`src/hdl/bee_pkg.sv`:
```
// ----------------------------------------------------------------------------
// bee_pkg
// Shared types, character codes and helpers for the boolean expression
// evaluator.
// ----------------------------------------------------------------------------
package bee_pkg;

    // Frame stack depth and the widths that follow from it.
    localparam int MAX_DEPTH = 32;
    localparam int CNT_W     = $clog2(MAX_DEPTH + 1);
    localparam int ADDR_W    = $clog2(MAX_DEPTH);

    // ASCII characters that the evaluator reacts to.
    localparam logic [7:0] CH_AND = 8'h26;  // '&'
    localparam logic [7:0] CH_OR  = 8'h7C;  // '|'
    localparam logic [7:0] CH_NOT = 8'h21;  // '!'
    localparam logic [7:0] CH_T   = 8'h74;  // 't'
    localparam logic [7:0] CH_F   = 8'h66;  // 'f'
    localparam logic [7:0] CH_RP  = 8'h29;  // ')'

    // Operator held in a frame.
    typedef enum logic [1:0] {
        OP_AND = 2'd0,
        OP_OR  = 2'd1,
        OP_NOT = 2'd2
    } op_t;

    // One frame of the operator stack.
    typedef struct packed {
        op_t  op;
        logic val;
    } frame_t;

    // One finished result.
    typedef struct packed {
        logic overflow;
        logic value;
    } result_t;

    // Fold one operand bit into a running value.
    function automatic logic combine(op_t op, logic acc, logic b);
        logic r;
        case (op)
            OP_AND:  r = acc & b;
            OP_OR:   r = acc | b;
            default: r = b;
        endcase
        return r;
    endfunction

endpackage

```
`src/hdl/bee_core.sv`:
```
// ----------------------------------------------------------------------------
// bee_core
// Frame stack engine: the top frame lives in a register, the frames below it
// in a synchronous memory; the frame under the top is prefetched every cycle.
// ----------------------------------------------------------------------------
module bee_core
    import bee_pkg::*;
(
    input  logic       clk,
    input  logic       rst_n,
    input  logic       in_fire,
    input  logic [7:0] symbol,
    input  logic       last_symbol,
    output logic       res_valid,
    output result_t    res
);

    // Frame memory: entry i holds frame i for every frame below the top.
    frame_t mem [MAX_DEPTH];

    logic [CNT_W-1:0]  count_reg, count_next;
    frame_t            top_reg, top_next;
    logic              tlv_reg, tlv_next;
    logic              ovf_reg, ovf_next;
    logic              ovf_seen;
    logic              tlv_final;

    logic              wr_en;
    logic [ADDR_W-1:0] wr_addr;
    frame_t            wr_data;
    logic [CNT_W-1:0]  rd_index;
    logic [ADDR_W-1:0] rd_addr;
    frame_t            rd_data_reg;
    logic              fwd_reg;
    frame_t            fwd_data_reg;
    frame_t            below;
    logic              popped;

    // The frame under the top: either fresh memory data or the bypassed write.
    assign below = fwd_reg ? fwd_data_reg : rd_data_reg;

    // Next state of the stack for the accepted character.
    always_comb
    begin
        count_next = count_reg;
        top_next   = top_reg;
        tlv_next   = tlv_reg;
        ovf_seen   = ovf_reg;
        wr_en      = 1'b0;
        wr_addr    = ADDR_W'(count_reg - CNT_W'(1));
        wr_data    = top_reg;
        popped     = top_reg.val ^ (top_reg.op == OP_NOT);
        res_valid  = 1'b0;
        res        = '0;
        tlv_final  = 1'b0;

        if (in_fire)
        begin
            case (symbol)
                CH_AND, CH_OR, CH_NOT:
                begin
                    if (count_reg == CNT_W'(MAX_DEPTH))
                    begin
                        ovf_seen = 1'b1;
                    end
                    else
                    begin
                        // Spill the current top below the new frame.
                        wr_en = (count_reg != '0);
                        if (symbol == CH_AND)
                        begin
                            top_next = '{op: OP_AND, val: 1'b1};
                        end
                        else if (symbol == CH_OR)
                        begin
                            top_next = '{op: OP_OR, val: 1'b0};
                        end
                        else
                        begin
                            top_next = '{op: OP_NOT, val: 1'b0};
                        end
                        count_next = count_reg + CNT_W'(1);
                    end
                end
                CH_T, CH_F:
                begin
                    if (count_reg == '0)
                    begin
                        tlv_next = (symbol == CH_T);
                    end
                    else
                    begin
                        top_next.val = combine(top_reg.op, top_reg.val, symbol == CH_T);
                    end
                end
                CH_RP:
                begin
                    if (count_reg != '0)
                    begin
                        count_next = count_reg - CNT_W'(1);
                        if (count_reg == CNT_W'(1))
                        begin
                            tlv_next = popped;
                        end
                        else
                        begin
                            top_next.op  = below.op;
                            top_next.val = combine(below.op, below.val, popped);
                        end
                    end
                end
                default:
                begin
                end
            endcase

            // The last character delivers the result and clears the state.
            if (last_symbol)
            begin
                tlv_final    = tlv_next;
                res_valid    = 1'b1;
                res.overflow = ovf_seen;
                res.value    = ovf_seen ? 1'b0 : tlv_final;
                count_next   = '0;
                tlv_next     = 1'b0;
                ovf_seen     = 1'b0;
            end
        end
        ovf_next = ovf_seen;
    end

    // Prefetch the frame that will sit under the next top.
    assign rd_index = count_next - CNT_W'(2);
    assign rd_addr  = rd_index[ADDR_W-1:0];

    // Control state.
    always_ff @(posedge clk or negedge rst_n)
    begin
        if (!rst_n)
        begin
            count_reg <= '0;
            tlv_reg   <= 1'b0;
            ovf_reg   <= 1'b0;
            fwd_reg   <= 1'b0;
        end
        else
        begin
            count_reg <= count_next;
            tlv_reg   <= tlv_next;
            ovf_reg   <= ovf_next;
            fwd_reg   <= wr_en && (wr_addr == rd_addr);
        end
    end

    // Payload registers.
    always_ff @(posedge clk)
    begin
        top_reg      <= top_next;
        fwd_data_reg <= wr_data;
    end

    // Frame memory with registered read.
    always_ff @(posedge clk)
    begin
        if (wr_en)
        begin
            mem[wr_addr] <= wr_data;
        end
        rd_data_reg <= mem[rd_addr];
    end

endmodule

```
`src/hdl/boolean_expression_evaluator.sv`:
```
// ----------------------------------------------------------------------------
// boolean_expression_evaluator
// Streaming evaluator of nested t/f expressions built from & | ! ( ) and ','.
// ----------------------------------------------------------------------------
// Usage:
//   Characters arrive on the s_axis channel, one word per character, with
//   s_axis_tlast marking the final character of an expression. A character
//   stream can run at one word per clock while s_axis_tready is high, since
//   each character does a single push, pop or fold on the frame stack. The
//   frame under the top is prefetched from the frame memory every cycle, and
//   a push is bypassed around that prefetch through a forwarding register.
//   The result word is registered for m_axis once the last character is
//   accepted: bit 0 is the value, bit 1 the overflow flag (value reads 0 when
//   overflow is set). Only the last character of an expression yields a word.
//   Results pass through an output register and a skid register, so input
//   keeps flowing while one result waits; s_axis_tready drops only while both
//   hold results the receiver has not taken.
//   Reset clears the stack count, the top-level value and the overflow flag;
//   no memory clear is needed, and the block accepts input right after reset.
//   After each result the evaluator starts afresh for the next expression.
// ----------------------------------------------------------------------------
module boolean_expression_evaluator
    import bee_pkg::*;
(
    input  logic       clk,
    input  logic       rst_n,
    input  logic       s_axis_tvalid,
    output logic       s_axis_tready,
    input  logic [7:0] s_axis_tdata,   // [7:0] symbol
    input  logic       s_axis_tlast,   // last_symbol
    output logic       m_axis_tvalid,
    input  logic       m_axis_tready,
    output logic [7:0] m_axis_tdata    // [0] value, [1] overflow, [7:2] zero
);

    logic    in_fire;
    logic    take;
    logic    res_valid;
    result_t res;
    logic    out_valid_reg;
    result_t out_data_reg;
    logic    skid_valid_reg;
    result_t skid_data_reg;

    assign s_axis_tready = !skid_valid_reg;
    assign in_fire       = s_axis_tvalid && s_axis_tready;
    assign take          = out_valid_reg && m_axis_tready;

    // Stack engine.
    bee_core u_core (
        .clk         (clk),
        .rst_n       (rst_n),
        .in_fire     (in_fire),
        .symbol      (s_axis_tdata),
        .last_symbol (s_axis_tlast),
        .res_valid   (res_valid),
        .res         (res)
    );

    // Output register with a skid stage behind it.
    always_ff @(posedge clk or negedge rst_n)
    begin
        if (!rst_n)
        begin
            out_valid_reg  <= 1'b0;
            skid_valid_reg <= 1'b0;
        end
        else if (take)
        begin
            if (skid_valid_reg)
            begin
                skid_valid_reg <= 1'b0;
            end
            else
            begin
                out_valid_reg <= res_valid;
            end
        end
        else if (res_valid)
        begin
            if (!out_valid_reg)
            begin
                out_valid_reg <= 1'b1;
            end
            else
            begin
                skid_valid_reg <= 1'b1;
            end
        end
    end

    // Result payloads follow the same steering.
    always_ff @(posedge clk)
    begin
        if (take)
        begin
            if (skid_valid_reg)
            begin
                out_data_reg <= skid_data_reg;
            end
            else
            begin
                out_data_reg <= res;
            end
        end
        else if (res_valid)
        begin
            if (!out_valid_reg)
            begin
                out_data_reg <= res;
            end
            else
            begin
                skid_data_reg <= res;
            end
        end
    end

    assign m_axis_tvalid = out_valid_reg;
    assign m_axis_tdata  = {6'b0, out_data_reg.overflow, out_data_reg.value};

endmodule
```
`config.mk`:
```
export PLATFORM = sky130hd
export DESIGN_NAME = boolean_expression_evaluator
export DESIGN_NICKNAME = d
export VERILOG_FILES = /design/src/hdl/bee_pkg.sv /design/src/hdl/bee_core.sv /design/src/hdl/boolean_expression_evaluator.sv
export SDC_FILE = /design/constraint.sdc
export NUM_CORES = 1
export LEC_CHECK = 0
export CAP_MARGIN = 20
export CORE_ASPECT_RATIO = 1.4
export CORE_MARGIN = 2
export CORE_UTILIZATION = 53
export CTS_CLUSTER_DIAMETER = 150
export DETAILED_ROUTE_END_ITERATION = 16
export DONT_BUFFER_PORTS = 1
export PLACE_DENSITY = 0.71
export SLEW_MARGIN = 20
export SYNTH_ARGS = -nofsm -noshare
export SYNTH_HDL_FRONTEND = slang
export SYNTH_SLANG_ARGS = --single-unit
export TNS_END_PERCENT = 5
```
`constraint.sdc`:
```
create_clock -name clk -period 6.2 [get_ports clk]
set_input_delay 0.31 -clock clk [delete_from_list [all_inputs] [get_ports clk]]
set_output_delay 0.31 -clock clk [all_outputs]
set_load 0.01 [all_outputs]
```
==> flow_summary.yaml <==
cts:
  clock_latency_ns: 0.41
  cts.sinks: 120
  clock_path_buffers: 2
  cts_buffers: 17
  root_buffer: "clkbuf_16"
  clkSlewWorstSetupHoldPaths_ns: 0.06
  htreeDepth: 4
  post_cts_buffers: 0
  cts_tree: "yes"
placement:
  hpwlAfterDp_mm: 8.284
  io_buffers: 0
  dpl_cell_area_um2: 5927
  place.gp.congestion: 0.9346
outcome:
  status: "complete, no violations"
timing:
  rsz0062_at_grt: "no"
  setup_tns_ns: 0
  fin_crit_sh: 0.7579
  fmax_mhz: 212.8
  setup-violations-final: 0
  finalCriticalPeriod_ns: 4.699
  finClkSkew_ns: 0.007364
  drv_slew: 0
  max_slew_margin: 0.4865
  worst_pin_slew_ns: 0.7685
  finalHoldViolations: 0
logic_synthesis:
  seq_area_frac_synth: 0.5936
  syn_inst: 435
  synth_flop_cell: "edfxtp_1"
  synth-edff-count: 103
  synth_warnings: 0
  syn_area_um2: 5877
  avgSynthCellArea_um2: 13.51
  yosys.area.top_type: "edfxtp_1"
  ys_async_sr_fraction: 0.09167
  synth_top_area_share: 0.5263
  synth-seq-cells: 120
  synthDistinctLibCells: 60
  synth.area.top_cells: "edfxtp_1 (53%), mux2i_1 (11%), dfrtp_1 (4.7%)"
routing:
  post_drt_wl_per_cell_um: 20.99
  dr_wl_met3_um: 588
  met2_length_mm: 6.785
  wl_met1_mm: 4.680
  highest_layer: "met4"
  wirelength_mm: 12.51
  detail_route.first_pass.iterations: 4
  drtIter0Drc: 228
  ant_nets: 0
  drc_errors: 0
  vias_per_cell: 5.971
  dr_total_vias: 3559
pwr:
  ir_drop_mv: 0.2966
  p_leak_nw: 2.647
  powerDensity_nw_per_um2: 357.8
min_path:
  hold_class: "input pin to flop"
floorplan:
  die_h_um: 128.6
  fp.dieW_um: 93.00
  dieArea_um2: 11960
  io_pins: 23
  core_um2: 10810
  fp-row-count: 45
  initial_core_util: 0.5436
finish:
  final_common_cell: "edfxtp_1"
  antennaDiodeCount: 0
  final_layout_size_suffix_gt1_frac: 0.1429
  fin_area_um2: 6659
  largest_reg_flops: 96
  nets: 462
  area_growth_syn_to_layout_pct: 13.31
  nFillCells: 836
  layout_common_cells: "edfxtp_1 (103), mux2i_1 (63), nor2_1 (50)"
critical_path:
  startpoint_type: "flop"
  cp_slowest_stage_delay_ns: 0.67
  path_cells: "inv_1, ha_1, nor4b_2, and2b_1, or2_4, mux2i_1, a21oi_4, buf_4, nand3b_1, xor2_4, mux4_1, mux2_2"
  end_kind: "flop"
  cp_max_fo: 20
  critical_path.slowest_cell: "a21oi_4"
  crit_type: "flop to flop"
  critPathRequiredTime_ns: 6.50
  cp.arrival_ns: 5.00
global_routing:
  grt.overflow.total: 0
  antenna_found_initial: 0
  grt_pass1_wl_mm: 19.15
  grt_max_degree: 37
  grtUsageTotal: 0.2188
  grt_pass1_vias: 3573
job:
  cap_violations: 0
[cell families (layout without fill, tap and decap cells)]
logic type,count (synthesis),after routing,synth area share
AOI/OAI and AO/OA,55,55,0.06195
buffers and inverters,34,49,0.03747
other,1,6,0.0006381
muxes,78,78,0.1578
and+or+nand+nor,126,126,0.1096
adders and majority gates,7,7,0.01490
xor gates and xnor gates,14,14,0.02406
DFF,120,120,0.5936
[final timing paths]
kind / slack, ns / to / from / cells past startpoint
max: 1.50 / u_core.rd_data_reg[1]$_DFF_P_ / u_core.count_reg[0]$_DFF_PN0_ / 12
min: 0.08 / u_core.count_reg[5]$_DFFE_PN0P_ / s_axis_tlast / 3
max reg2reg: 1.50 / u_core.rd_data_reg[1]$_DFF_P_ / u_core.count_reg[0]$_DFF_PN0_ / 12
min reg2reg: 0.51 / u_core.ovf_reg$_DFFE_PN0P_ / u_core.ovf_reg$_DFFE_PN0P_ / 2
max in group asynchronous: 5.50 / u_core.count_reg[0]$_DFF_PN0_ / rst_n / 1
min in group asynchronous: 0.32 / u_core.ovf_reg$_DFFE_PN0P_ / rst_n / 1
[cell usage after synthesis (3+ instances only)]
| cell type | instances |
|---|---|
| ha_1 | 7 |
| clkbuf_1 | 8 |
| a311oi_1 | 3 |
| xor2_1 | 4 |
| mux4_2 | 6 |
| mux2_2 | 5 |
| buf_6 | 7 |
| dfrtp_1 | 11 |
| nand2_1 | 26 |
| a21oi_1 | 15 |
| o21ai_0 | 15 |
| nand2b_1 | 4 |
| nor2b_1 | 3 |
| nor2_1 | 50 |
| nor3_1 | 5 |
| a31oi_1 | 4 |
| inv_1 | 9 |
| mux2i_1 | 63 |
| buf_4 | 7 |
| nor4_1 | 3 |
| mux4_1 | 4 |
| nand3_1 | 6 |
| xnor2_1 | 9 |
| and3_1 | 3 |
| dfxtp_1 | 6 |
| edfxtp_1 | 103 |
[layer usage]
layer | GRT usage | up-vias
li1 | - | 1646
met1 | 0.2417 | 1759
met2 | 0.3917 | 126
met3 | 0.05152 | 28
met4 | 0.1107 | 0
met5 | 0 | -
[report_power, final]
part           switching [mW]  internal [mW]  total [mW]
logic                   0.199          0.141       0.340
registers              0.0419          0.892       0.934
clock network           0.353          0.755        1.11
total                   0.595           1.79        2.38
[timing repair]
item,CTS,global route
hold endpoints to repair,12,0
hold buffers,2,0
resized for setup,0,0
[critical path, delay by kind of cell, from the launching register on]
family	cells	cell delay, ns
DFF	1	0.55
AOI/OAI and AO/OA	1	0.67
and+or+nand+nor	4	1.20
adders and majority gates	1	0.19
buffers and inverters	2	0.65
muxes	3	0.97
xor gates and xnor gates	1	0.36
[through the flow]
stage / total power, mW / setup WS [ns] / hold slack, ns / utilization / cells
finish: 2.382 / 1.501 / 0.08166 / 0.6160 / 596
global placement: 1.273 / 1.677 / 0.01483 / 0.5483 / 560
global route: 2.455 / 1.240 / 0.1030 / 0.6160 / 596
CTS: 2.385 / 1.481 / 0.07269 / 0.6125 / 594
detailed placement: 1.280 / 1.502 / 0.01485 / 0.5483 / 560
floorplan: 1.208 / 2.782 / 0.01441 / - / 440
[cell type report]
type / instances / area [um^2] / share of cell area
timing repair buffer: 8 / 80.08 / 0.01203
multi-input combinational: 286 / 2206 / 0.3313
clock inverter: 15 / 249.0 / 0.03739
inverter: 9 / 33.78 / 0.005073
clock buffer: 17 / 425.4 / 0.06389
tap: 141 / 176.4 / 0.02649
sequential: 120 / 3488 / 0.5239
(Power assumes the default switching activity.)
